### src/rtl/adab_pkg.sv
// adab_pkg: types, constants and arithmetic helpers of the AdaBound update engine.
// No dependencies; imported by every module under rtl/.
package adab_pkg;

  localparam int NUM_PARAMS_DEF = 4096;

  // pipeline geometry
  localparam int ST_VS  = 3;                       // stage that holds the new second moment
  localparam int SQ_ST  = 14;                      // root stages, two result bits each
  localparam int DV_ST  = 16;                      // quotient stages, two bits each but one bit in the last
  localparam int ST_DIV = ST_VS + SQ_ST + 1 + DV_ST;
  localparam int NST    = ST_DIV + 3;

  localparam logic [24:0] Q_ONE = 25'h100_0000;

  // register map
  localparam logic [2:0] REG_BETA1   = 3'd0;
  localparam logic [2:0] REG_BETA2   = 3'd1;
  localparam logic [2:0] REG_RATE    = 3'd2;
  localparam logic [2:0] REG_LOW     = 3'd3;
  localparam logic [2:0] REG_HIGH    = 3'd4;
  localparam logic [2:0] REG_DECAY   = 3'd5;
  localparam logic [2:0] REG_EPSILON = 3'd6;

  localparam logic REQ_UPDATE = 1'b0;
  localparam logic REQ_LOAD   = 1'b1;

  typedef struct packed {
    logic        req_type;
    logic [11:0] param_index;
    logic [31:0] grad_or_value;
    logic        decay_mask;
    logic        last_in_range;
  } in_t;

  typedef struct packed {
    logic [11:0] out_index;
    logic [31:0] new_param;
    logic        out_last;
    logic        saturated;
  } out_t;

  typedef struct packed {
    logic [23:0] beta_first;
    logic [23:0] beta_second;
    logic [30:0] step_rate;
    logic [30:0] rate_low_bound;
    logic [30:0] rate_high_bound;
    logic [30:0] decay_weight;
    logic [30:0] epsilon_add;
  } cfg_t;

  typedef struct packed {
    logic [31:0] p;
    logic [31:0] m;
    logic [30:0] v;
  } mw_t;

  typedef struct packed {
    logic        load;
    logic [11:0] index;
    logic        mask;
    logic        last;
    logic [31:0] g;
    logic [31:0] p;
    logic [31:0] m;
    logic [30:0] v;
  } item_t;

  typedef struct packed {
    logic [31:0] rem;
    logic [27:0] root;
  } sq_t;

  typedef struct packed {
    logic [31:0] den;
    logic [32:0] rem;
    logic [30:0] quo;
    logic        ovf;
  } dv_t;

  typedef struct packed {
    logic [31:0] val;
    logic        clamp;
  } sat_t;

  function automatic sat_t sat48(logic signed [47:0] x);
    sat_t o;
    if (x > $signed(48'h0000_7FFF_FFFF)) begin
      o.val   = 32'h7FFF_FFFF;
      o.clamp = 1'b1;
    end else if (x < $signed(48'hFFFF_8000_0000)) begin
      o.val   = 32'h8000_0000;
      o.clamp = 1'b1;
    end else begin
      o.val   = x[31:0];
      o.clamp = 1'b0;
    end
    return o;
  endfunction

  // one digit of the restoring square root
  function automatic sq_t sqrt_step(sq_t s, logic [1:0] pair);
    logic [31:0] r2;
    logic [31:0] trial;
    sq_t         o;
    r2    = {s.rem[29:0], pair};
    trial = {2'b00, s.root, 2'b01};
    if (r2 >= trial) begin
      o.rem  = r2 - trial;
      o.root = {s.root[26:0], 1'b1};
    end else begin
      o.rem  = r2;
      o.root = {s.root[26:0], 1'b0};
    end
    return o;
  endfunction

  // one bit of the restoring divider
  function automatic dv_t div_step(dv_t s, logic b);
    logic [32:0] r2;
    dv_t         o;
    o  = s;
    r2 = {s.rem[31:0], b};
    if (r2 >= {1'b0, s.den}) begin
      o.rem = r2 - {1'b0, s.den};
      o.quo = {s.quo[29:0], 1'b1};
    end else begin
      o.rem = r2;
      o.quo = {s.quo[29:0], 1'b0};
    end
    return o;
  endfunction

endpackage

### src/rtl/adab_div_pipe.sv
// adab_div_pipe: pipelined rate / (root + eps) in Q8.24, 31 quotient bits plus overflow flag.
// Depends on adab_pkg.
module adab_div_pipe
  import adab_pkg::*;
(
  input  logic        clk,
  input  logic        en,
  input  logic [27:0] root,
  input  logic [30:0] eps,
  input  logic [30:0] rate,
  output logic [30:0] quo,
  output logic        ovf
);

  dv_t         st_r [DV_ST+1];
  dv_t         head;
  logic [54:0] num;

  assign num = {rate, 24'd0};

  // quotient of 2^31 or more, or a zero divisor, sets the overflow flag; the top then substitutes the high bound
  always_comb begin
    head.den = 32'(root) + 32'(eps);
    head.ovf = (32'(rate[30:7]) >= head.den);
    head.rem = 33'(rate[30:7]);
    head.quo = '0;
  end

  always_ff @(posedge clk) begin
    if (en) begin
      st_r[0] <= head;
    end
  end

  for (genvar k = 1; k <= DV_ST; k++) begin : g_stage
    dv_t mid;
    dv_t fin;
    assign mid = div_step(st_r[k-1], num[32-2*k]);
    if (31 - 2*k >= 0) begin : g_two
      assign fin = div_step(mid, num[31-2*k]);
    end else begin : g_one
      assign fin = mid;
    end
    always_ff @(posedge clk) begin
      if (en) begin
        st_r[k] <= fin;
      end
    end
  end

  assign quo = st_r[DV_ST].quo;
  assign ovf = st_r[DV_ST].ovf;

endmodule

### config.mk
export PLATFORM = sky130hd
export DESIGN_NAME = adab_div_pipe
export DESIGN_NICKNAME = d
export VERILOG_FILES = /design/src/rtl/adab_pkg.sv /design/src/rtl/adab_div_pipe.sv
export SDC_FILE = /design/constraint.sdc
export NUM_CORES = 2
export LEC_CHECK = 0
export BUFFER_PORTS_ARGS = -buffer_cell sky130_fd_sc_hd__buf_2
export CAP_MARGIN = 20
export CORE_ASPECT_RATIO = 0.8
export CORE_UTILIZATION = 45
export DETAILED_ROUTE_END_ITERATION = 16
export REMOVE_ABC_BUFFERS = 1
export SLEW_MARGIN = 20
export SYNTH_ARGS = -nofsm -noshare
export SYNTH_HDL_FRONTEND = slang
export SYNTH_SLANG_ARGS = --single-unit
export TNS_END_PERCENT = 100
### constraint.sdc
create_clock -name clk -period 11.25 [get_ports clk]
set_input_delay 1.6875 -clock clk [delete_from_list [all_inputs] [get_ports clk]]
set_output_delay 1.6875 -clock clk [all_outputs]
set_load 0.01 [all_outputs]
======== Word-level counts from Yosys, hierarchy flattened ========
Memory sizes are Yosys's and may differ from the RTL's.
Index checks and enable logic that the tools add are counted.
cells by class
  order comparisons ....................... 32
  $add $sub $neg .......................... 32
  multiplexer cells ....................... 33
operators with widths
  operator                        count
  two-way mux 64 bit              16
  >= comparator 33 x 32 -> 1 bit  31
  two-way mux 63 bit              15
  subtractor 33 x 32 -> 33 bit    16
  subtractor 32 bit               15
  adder 28 x 31 -> 32 bit         1
  >= comparator 24 x 32 -> 1 bit  1
  two-way mux 1 bit               2
storage, ports and cells
  memory bits (writable) .................. 1649
  word-level logic and storage cells ...... 98
  output and inout bits ................... 32
  bits in registers ....................... 0
  input port bits ......................... 92
  memories kept ........................... 1
memories
  name  depth  width  read ports  clocked after Yosys merged registers in  wr ports  RTL line             RTL
  st_r  17     97     17          0                                        17        adab_div_pipe.sv:15  dv_t st_r [DV_ST+1];

======== Logic depth before layout (Yosys ltp) ========
An unclocked memory read counts as a cell.
  word-level depth ........................ 5
  depth in mapped cells ................... 32
  gate-level depth less buffers ........... 28

======== Least setup slack after synthesis ========
Ideal clock, no wire load.
  kind .................................... input to register
  start point ............................. input rate[2]
  end point ............................... memory st_r[0][326] in the netlist's numbering (data pin)
  slack ................................... 3.779 ns
  arrival time ............................ 7.211 ns
  stages on the path ...................... 27
  data required time ...................... 10.990 ns
  library setup time ...................... 0.260 ns
  path buffers ............................ 2
  cells stage by stage .................... inv_1 -> ha_1 -> nor2b_1 -> o211ai_1 -> a32o_1 -> o311ai_1 -> o41ai_1 -> nand4b_1 -> o21ai_1 -> o311a_1 -> nand2b_1 -> buf_2 -> buf_1 -> a21oi_1 -> ha_1 -> nor2b_1 -> o2111ai_1 -> nand3_1 -> a31oi_1 -> o21ai_0 -> a21oi_1 -> o21ai_0 -> a2111oi_0 -> nor3_1 -> a21oi_1 -> inv_1 -> mux2_2
RTL lines
  what         RTL line             RTL
  from (decl)  adab_div_pipe.sv:10  input logic [30:0] rate,
  to (decl)    adab_div_pipe.sv:15

==> impl_metrics.tcl <==
set metrics [dict create \
    cts_max_path_buffers 4 \
    grt_pass1_wl_um 414500 \
    relSlewSlack_pct 19.68 \
    place_congestion 0.9383 \
    slowest_stage "nor4b_1" \
    syn_area_um2 98510 \
    coreArea_um2 217500 \
    ys_ff_latch 1304 \
    crit_family "compound AO/OA/AOI/OAI gates" \
    final_cells 12860 \
    multi_input_area_um2 55530 \
    synthTopCellsByArea "edfxtp_1 (40%), ha_1 (13%), mux2_2 (6.1%)" \
    drive_gt1_share_pct 10.21 \
    required_ps 11810 \
    grt_usage_pct 24.03 \
    end_kind "flip-flop" \
    hpwl_um 214700 \
    dr.pass1.iters 6 \
    hold_viol 0 \
    crit_type "flip-flop to flip-flop" \
    drv_slew 0 \
    yosys_most_used_dff "edfxtp_1" \
    root_buffer "clkbuf_16" \
    syn_area_per_cell_um2 10.10 \
    ys_seq_area_share_pct 39.75 \
    remaining_drc_errors 0 \
    die_x_um 525.1 \
    routed_wl_um 271400 \
    io_pins 124 \
    antenna_found_initial 8 \
    final_core_util_pct 49.33 \
    wl_per_cell_um 21.10 \
    top_regs "st_r x1304" \
    skew_ps 69.85 \
    regMostFlops "st_r" \
    grt_pass1_vias 71800 \
    ant_nets 0 \
    die_h_um 420.5 \
    nNetsFinal 11020 \
    critPathLaunchType "flip-flop" \
    crit_arrival_ps 9090 \
    finalCriticalPeriod_ps 8532 \
    cts_buffers 154 \
    synth.most_common_cell "edfxtp_1" \
    via_count 74500 \
    max_stage_delay_ps 1020 \
    start_util_pct 45.30 \
    io_buffers 123 \
    rsz0062_at_grt "false" \
    cap_violations 0 \
    area_growth_pct 8.906 \
    synthCells 9758 \
    cts.sinks 1304 \
    clkTransAtPathRegs_ps 60 \
    fillCellCount 20000 \
    min_from "st_r[0][1067]" \
    regArea_um2 39160 \
    worst_slew_pin_slew_ps 1188 \
    max_freq_ghz 0.1172 \
    yosys_warnings 0 \
    largest_register_ffs 1304 \
    startpoint "st_r[0][1044]" \
    met3_usage_pct 3.209 \
    grt_max_degree 182 \
    grt_util_met2_pct 40.55 \
    synth_top_cell_by_area "edfxtp_1" \
    crit_path_max_fanout 35 \
    fin_tns_setup_ps 0 \
    die-area_um2 220800 \
    synth_async_sr_flop_share_pct 0 \
    netlist_top_cells_count "edfxtp_1 (1304), ha_1 (1025), a21oi_1 (941)" \
    cts-htree-levels 4 \
    fp-row-count 153 \
    place_inst 12600 \
    finalSetupViolCount 0 \
    post-cts-setup-buffers 0 \
    yosysUniqueCellTypes 96 \
    viasPerCell 5.792 \
    cts_tree "done" \
    r2r_start "st_r[0][1044]" \
    post_cts_resized 0 \
    worstSkewPairLatency_ps 850 \
    hold_buffers 0 \
    path_buf_inv 3 \
    grt_overflow 0 \
    status "complete, no violations" \
    synth_top_area_share_pct 39.75 \
    min_path_type "flip-flop to flip-flop" \
    grt_use_met1_pct 32.02 \
    synth_edf_count 1304 \
    drtIter0Drc 6001 \
    fin_crit_sh_pct 75.84 \
    top_usage_layer "met2" \
]
-- cell families after synthesis --
family,count (synthesis),share of synthesized area [%]
AOI/OAI and AO/OA,2875,18.56
buffers and inverters,990,3.994
muxes,563,6.409
xor gates and xnor gates,831,7.388
and+or+nand+nor,2150,10.48
DFF,1304,39.75
adders and majority gates,1045,13.42
-- cells in the final DEF (no fill, tap or decap), drive strengths merged, types with 22 or more instances in the layout --
master      n
mux2      542
nor3      112
and2       60
nor2b     113
or2        29
o21bai    132
o31ai      54
and4       24
a211o      28
buf       169
o211ai     36
a31oi      88
a211oi     65
or3        43
xor2      237
clkinv     49
xnor2     594
a2111oi    22
a221o      22
nand2     501
o21a      156
a21oi     944
nor4       46
a21o      478
nand4     126
clkbuf    179
and3       80
a221oi     23
nor2      685
nand3     153
nand2b    122
a21boi     28
o21ai     567
ha       1025
edfxtp   1304
inv       799
-- worst paths after layout --
path | to | slack (ps) | cells past startpoint
worst max-delay path | st_r[0][1102] | 2720 | 26
worst max register to register | st_r[0][1102] | 2720 | 26
worst min-delay path | st_r[0][1164] | 400 | 0
worst min register to register | st_r[0][1164] | 400 | 0
-- through the flow --
stage	setup WS (ps)	instance area, µm²	hold slack, ps
after floorplan	1033	97550	400.3
after global placement	2257	102300	400.7
after detailed placement	2138	102300	404.5
after CTS	2866	107300	395.3
after global routing	2233	107300	407.6
final	2718	107300	401.1
-- layer usage --
layer,up-vias,routed length (µm)
li1,36520,-
met1,35680,121600
met2,1915,126900
met3,386,14970
met4,4,7897
met5,-,27
-- area by class of cell --
type                       instances  area share, %
tap                             2867          3.344
clock buffer                     179          3.779
sequential                      1304          36.50
clock inverter                    85         0.8618
timing repair buffer             169         0.9796
multi-input combinational       7464          51.76
inverter                         793          2.774
antenna                            2       0.004665
Power is left out: the tool's default activity adds up to more than one toggle a clock period on the data nets, which glitch-free logic cannot reach.
