**config.mk**
```make
export PLATFORM = sky130hd
export DESIGN_NAME = adab_sqrt_pipe
export DESIGN_NICKNAME = d
export VERILOG_FILES = /design/src/rtl/adab_pkg.sv /design/src/rtl/adab_sqrt_pipe.sv
export SDC_FILE = /design/constraint.sdc
export NUM_CORES = 2
export LEC_CHECK = 0
export ABC_AREA = 1
export BUFFER_PORTS_ARGS = -buffer_cell sky130_fd_sc_hd__buf_2
export CAP_MARGIN = 0
export CORE_ASPECT_RATIO = 1.1
export CORE_MARGIN = 2
export CORE_UTILIZATION = 59
export DETAILED_ROUTE_END_ITERATION = 6
export GPL_TIMING_DRIVEN = 1
export PLACE_DENSITY_LB_ADDON = 0.05
export SLEW_MARGIN = 20
export SYNTH_ARGS = -nofsm -noshare
export SYNTH_HDL_FRONTEND = slang
export SYNTH_SLANG_ARGS = --single-unit
```
**constraint.sdc**
```tcl
create_clock -name clk -period 4.3 [get_ports clk]
set_input_delay 0.215 -clock clk [delete_from_list [all_inputs] [get_ports clk]]
set_output_delay 0.215 -clock clk [all_outputs]
set_load 0.01 [all_outputs]
```
**src/rtl/adab_pkg.sv**
```systemverilog
// adab_pkg: types, constants and arithmetic helpers of the AdaBound update engine.
// No dependencies; imported by every module under rtl/.
package adab_pkg;

  localparam int NUM_PARAMS_DEF = 4096;

  // pipeline geometry
  localparam int ST_VS  = 3;                       // stage that holds the new second moment
  localparam int SQ_ST  = 14;                      // root stages, two result bits each
  localparam int DV_ST  = 16;                      // quotient stages, two bits each but one bit in the last
  localparam int ST_DIV = ST_VS + SQ_ST + 1 + DV_ST;
  localparam int NST    = ST_DIV + 3;

  localparam logic [24:0] Q_ONE = 25'h100_0000;

  // register map
  localparam logic [2:0] REG_BETA1   = 3'd0;
  localparam logic [2:0] REG_BETA2   = 3'd1;
  localparam logic [2:0] REG_RATE    = 3'd2;
  localparam logic [2:0] REG_LOW     = 3'd3;
  localparam logic [2:0] REG_HIGH    = 3'd4;
  localparam logic [2:0] REG_DECAY   = 3'd5;
  localparam logic [2:0] REG_EPSILON = 3'd6;

  localparam logic REQ_UPDATE = 1'b0;
  localparam logic REQ_LOAD   = 1'b1;

  typedef struct packed {
    logic        req_type;
    logic [11:0] param_index;
    logic [31:0] grad_or_value;
    logic        decay_mask;
    logic        last_in_range;
  } in_t;

  typedef struct packed {
    logic [11:0] out_index;
    logic [31:0] new_param;
    logic        out_last;
    logic        saturated;
  } out_t;

  typedef struct packed {
    logic [23:0] beta_first;
    logic [23:0] beta_second;
    logic [30:0] step_rate;
    logic [30:0] rate_low_bound;
    logic [30:0] rate_high_bound;
    logic [30:0] decay_weight;
    logic [30:0] epsilon_add;
  } cfg_t;

  typedef struct packed {
    logic [31:0] p;
    logic [31:0] m;
    logic [30:0] v;
  } mw_t;

  typedef struct packed {
    logic        load;
    logic [11:0] index;
    logic        mask;
    logic        last;
    logic [31:0] g;
    logic [31:0] p;
    logic [31:0] m;
    logic [30:0] v;
  } item_t;

  typedef struct packed {
    logic [31:0] rem;
    logic [27:0] root;
  } sq_t;

  typedef struct packed {
    logic [31:0] den;
    logic [32:0] rem;
    logic [30:0] quo;
    logic        ovf;
  } dv_t;

  typedef struct packed {
    logic [31:0] val;
    logic        clamp;
  } sat_t;

  function automatic sat_t sat48(logic signed [47:0] x);
    sat_t o;
    if (x > $signed(48'h0000_7FFF_FFFF)) begin
      o.val   = 32'h7FFF_FFFF;
      o.clamp = 1'b1;
    end else if (x < $signed(48'hFFFF_8000_0000)) begin
      o.val   = 32'h8000_0000;
      o.clamp = 1'b1;
    end else begin
      o.val   = x[31:0];
      o.clamp = 1'b0;
    end
    return o;
  endfunction

  // one digit of the restoring square root
  function automatic sq_t sqrt_step(sq_t s, logic [1:0] pair);
    logic [31:0] r2;
    logic [31:0] trial;
    sq_t         o;
    r2    = {s.rem[29:0], pair};
    trial = {2'b00, s.root, 2'b01};
    if (r2 >= trial) begin
      o.rem  = r2 - trial;
      o.root = {s.root[26:0], 1'b1};
    end else begin
      o.rem  = r2;
      o.root = {s.root[26:0], 1'b0};
    end
    return o;
  endfunction

  // one bit of the restoring divider
  function automatic dv_t div_step(dv_t s, logic b);
    logic [32:0] r2;
    dv_t         o;
    o  = s;
    r2 = {s.rem[31:0], b};
    if (r2 >= {1'b0, s.den}) begin
      o.rem = r2 - {1'b0, s.den};
      o.quo = {s.quo[29:0], 1'b1};
    end else begin
      o.rem = r2;
      o.quo = {s.quo[29:0], 1'b0};
    end
    return o;
  endfunction

endpackage

```
**src/rtl/adab_sqrt_pipe.sv**
```systemverilog
// adab_sqrt_pipe: pipelined integer square root of v * 2^24, two result bits per stage.
// Depends on adab_pkg.
module adab_sqrt_pipe
  import adab_pkg::*;
(
  input  logic        clk,
  input  logic        en,
  input  logic [30:0] vs_in,
  output logic [27:0] root_out
);

  sq_t         st_r [SQ_ST];
  logic [30:0] vs_r [SQ_ST];

  for (genvar k = 0; k < SQ_ST; k++) begin : g_stage
    sq_t         base;
    sq_t         mid;
    sq_t         fin;
    logic [30:0] vsrc;
    logic [55:0] x;
    if (k == 0) begin : g_head
      assign base = '0;
      assign vsrc = vs_in;
    end else begin : g_body
      assign base = st_r[k-1];
      assign vsrc = vs_r[k-1];
    end
    assign x   = {1'b0, vsrc, 24'd0};
    assign mid = sqrt_step(base, x[55-4*k -: 2]);
    assign fin = sqrt_step(mid, x[53-4*k -: 2]);
    always_ff @(posedge clk) begin
      if (en) begin
        st_r[k] <= fin;
        vs_r[k] <= vsrc;
      end
    end
  end

  assign root_out = st_r[SQ_ST-1].root;

endmodule

```
# == Yosys cells after proc, flatten, opt, wreduce, memory -nomap -nowiden ==
# Memories as Yosys holds them, arrays and structs flattened.
# Cells that the tools add are included.
# totals
ff_bits,0
mem_bits_rw,1274
elab_cells,88
memories,2
# mem_list
name,depth,width,rd,rd_clocked_by_memory_dff,write_ports,line_no,text
st_r,14,60,14,0,14,adab_sqrt_pipe.sv:12,sq_t st_r [SQ_ST];
vs_r,14,31,13,0,14,adab_sqrt_pipe.sv:13,logic [30:0] vs_r [SQ_ST];
# classes
addsub,28
n_lt_le_gt_ge,28
n_mux,30
# op_table
operator,n
32-bit by 30-bit >= comparator with 1-bit output,27
60-bit 2-to-1 mux,14
58-bit 2-to-1 mux,14
32-bit by 30-bit subtractor with 32-bit output,14
30-bit subtractor,13
1-bit 2-to-1 mux,2
"1-bit by 1-bit subtractor with 2-bit output, second input constant",1
"1-bit >= comparator, second input constant",1

# == Depth between registers and ports, before layout ==
# An unclocked memory read counts as a cell.
# depth
ltp_word,5
ltp_mapped,32
ltp_nobuf,29

# == Worst setup path before layout ==
# Ideal clock, no wire load.
# synth_path
path_kind,reg2reg
start,memory st_r[1][89] (netlist name)
end,"memory st_r[1][165] (netlist name), data pin"
setup_time_ns,0.253
arrival_ns,4.463
required_time_ns,4.047
setup_slack_ns,-0.416
stages_incl_launch_ff,33
n_path_buf,4
period_less_slack_ns,4.716
path_cell_list,edfxtp_1 -> inv_1 -> ha_1 -> inv_1 -> fa_1 -> nand3b_1 -> nand2_1 -> nand2_1 -> nand2_2 -> nand3_1 -> nand2_1 -> nand2_1 -> nand2_2 -> buf_2 -> inv_1 -> clkbuf_1 -> nand2_1 -> o21ai_0 -> ha_1 -> nand3_1 -> nand3_1 -> a21oi_1 -> o21ai_1 -> a21oi_1 -> o21ai_1 -> nand2_1 -> nor2_1 -> nor2_1 -> nand2_1 -> buf_4 -> buf_6 -> nand2_1 -> nand2_1
# synth_lines
item,line_no
"start, declared",adab_sqrt_pipe.sv:12

==> metrics.md <==
| Metric | Value |
|---|---|
| Final hold vios | 0 |
| Chip Width | 305 um |
| Inserted Clock Buffers | 75 |
| DIE HEIGHT | 335 um |
| Area of the multi-input gates | 34500 sq um |
| HP Class | in -> reg |
| Layout fillers | 8288 |
| Top FF cell, synth | edfxtp_1 |
| Setup crit end kind | flip-flop |
| Inserted Diodes | 0 |
| Initial DRC Count | 6139 |
| Synth top area share | 34.8% |
| Post-synth ARST share | 0% |
| Post-Synth XOR/XNOR Area | 4.99% |
| Final setup fails | 0 |
| Commonest cells in the netlist | 2529 x nand2_1, 1141 x inv_1, 820 x nor2_1 |
| Peak fanout along the critical path | 16 |
| Actual slew at the worst max-slew pin | 850 ps |
| First drt pass iteration count | 7 |
| Largest net degree at the start of global routing | 116 |
| Core Rows | 121 |
| Minimum clock period | 4230 ps |
| Compound-cell area share of the yosys netlist | 9.96% |
| Slew Limit Fails | 0 |
| Worst EP arrival | 4660 ps |
| PortBufs | 60 |
| Htree depth | 3 |
| Synthesized Nets | 8699 |
| Worst setup margin | 66.2 ps |
| Placed wire-length estimate | 146 mm |
| Clock sink total | 682 |
| CTS root buf | clkbuf_16 |
| Max capacitance violation total | 0 |
| Fmax | 236 MHz |
| Power density over cell area | 552 nW/um^2 |
| Post-synthesis mux area share | 0% |
| WP data required | 4730 ps |
| Per-cell routed wire length | 18.0 um |
| Syn Std Cell Area | 58800 sq um |
| DRC | 0 |
| Clock skew | 36.4 ps |
| Adder-Cell Fraction of Synth Area | 8.89% |
| Post-synthesis sequential area ratio | 34.8% |
| Power Total | 38300 uW |
| Routed vias/inst | 5.67 |
| RSZ-0062 raised after global routing | yes |
| Synth Instances | 8254 |
| Initial Utilization | 59.5% |
| Vias in the first global route | 54712 |
| CTS tree | built |
| Simple-gate portion of the synthesized area | 32.7% |
| Top cells by area, synth | edfxtp_1 35%, nand2_1 16%, ha_1 8.6% |
| Area leader, netlist | edfxtp_1 |
| Mapped Avg Cell Area | 7.12 sq um |
| Core area | 98900 sq um |
| Clk_lat worst skew | 680 ps |
| DP Worst Slack | -271 ps |
| Crit path kind | reg -> reg |
| EDFF count, synth | 682 |
| Period utilisation layout | 98.5% |
| Total grt overflow | 0 |
| First-pass GRT wire length | 284 mm |
| Die footprint | 102000 sq um |
| Synth Register Bits | 682 |
| Clock transition at path regs | 70 ps |
| Initial antenna violation count | 3 |
| Leak | 0.0324 uW |
| Top-count cell post-synth | nand2_1 |
| Vias | 58379 |
| Synth cell types | 61 |
| Share of cells above drive strength 1 | 14.7% |
| Gr usage total | 34.7% |
| Largest family of logic cells by synthesized area | simple AND/OR/NAND/NOR gates |
| ANT nets after route | 0 |
| Status | finished clean |
| Rel. slew slack | 43.4% |
| Peak VDD IR | 382 uV |
| Max Root-Sink Buffers | 3 |
| Boundary Pins | 61 |
| Layout area overhead | 17.9% |
| Drt total wl | 185 mm |
| Syn. warnings | 0 |
| Register area | 20500 sq um |
| Nets | 9385 |
| Critical Path Start Type | flip-flop |
| Routability cong. | 1.04 |
layer usage:
layer	share of wire (%)	track usage [%]	wire, um	vias up
met5	0.0070	0	13	-
met4	4.0	13.9	7350	2
met3	7.2	3.86	13400	462
met2	48	59.6	87900	2451
met1	41	44.9	76200	26856
li1	-	-	-	28608
cells in the final DEF (no fill, tap or decap), drive strengths merged, types with 23 or more instances in the layout:
| cell | Yosys | layout |
|---|---|---|
| o21bai | 45 | 45 |
| or2 | 32 | 32 |
| buf | 62 | 661 |
| a21o | 23 | 23 |
| xnor2 | 149 | 149 |
| nand4 | 196 | 196 |
| dlygate4sd3 | 0 | 31 |
| o21ai | 454 | 454 |
| nand2 | 2566 | 2566 |
| ha | 402 | 402 |
| a21oi | 473 | 473 |
| inv | 1178 | 1184 |
| xor2 | 184 | 184 |
| clkbuf | 35 | 94 |
| nand3 | 640 | 642 |
| clkinv | 5 | 29 |
| a31oi | 24 | 24 |
| nor2 | 883 | 884 |
| nor3 | 89 | 89 |
| edfxtp | 682 | 682 |
flip-flops by register name, summed over array words and instances, names as in the netlist:
signal	flops
vs_r	119
st_r	563
where the power goes:
part,leakage (uW),internal [uW],switching (uW)
Combinational,0.0248,8150,13100
Clock,0.00122,3920,2840
Sequential,0.00640,9110,1130
Total,0.0324,21200,17100
cell families after synthesis:
logic type | count (synthesis)
buffers and inverters | 1280
DFF | 682
adders and majority gates | 412
AOI/OAI and AO/OA | 1079
and+or+nand+nor | 4468
xor gates and xnor gates | 333
layout make-up:
class | instances | share of cell area [%]
multi-input combinational | 6295 | 49.8
inverter | 1183 | 6.47
clock inverter | 49 | 0.780
timing repair inverter | 4 | 0.0469
tap | 1291 | 2.33
sequential | 682 | 29.5
timing repair buffer | 699 | 8.20
clock buffer | 87 | 2.89
final timing paths:
kind                              startpoint            to  slack [ps]  depth (start not counted)
worst max register to register  st_r[1][139]  st_r[1][235]          70                         25
worst min register to register   vs_r[0][98]  vs_r[0][129]         420                          0
worst max-delay path            st_r[1][139]  st_r[1][235]          70                         25
worst min-delay path                      en   vs_r[0][10]          30                          1
worst max-delay path: stages, from the launching register on:
cell	delay (ps)
edfxtp_1	400
inv_1	150
ha_4	230
buf_4	130
nand2_1	110
nor2_1	70
a21oi_1	180
nor2_1	70
nor2_2	220
nand2_8	120
buf_12	140
inv_6	110
nand2_1	60
o21ai_1	170
ha_1	340
a21oi_1	240
inv_1	110
nor2_1	130
o21ai_0	160
a211oi_2	320
buf_4	200
nand2_1	60
nand2_1	80
nand2_1	60
nand2_1	60
inv_1	30
metrics by stage:
stage | instances | instance area, sq um | util, % | TNS [ps] | hold WS (ps)
after floorplan | 8254 | 58900 | - | 0 | 314
after global placement | 10006 | 64100 | 64.8 | -3150 | 392
after detailed placement | 10006 | 64100 | 64.8 | -8980 | 393
after CTS | 10180 | 67000 | 67.8 | 0 | 39.5
after global routing | 10290 | 69300 | 70.1 | -6930 | 53.5
final | 10290 | 69300 | 70.1 | 0 | 30.5
repair_timing:
| item | 4_1_cts | 5_1_grt |
|---|---|---|
| setup endpoints to repair | 104 | 296 |
| hold buffers | 31 | 0 |
| endpoints found under the hold margin | 32 | 0 |
| gates resized for setup | 24 | 434 |
| pin swaps | 2 | 87 |
| gates cloned | 0 | 16 |
| buffers inserted | 7 | 94 |
No activity file was read; power rests on OpenSTA's default activity.
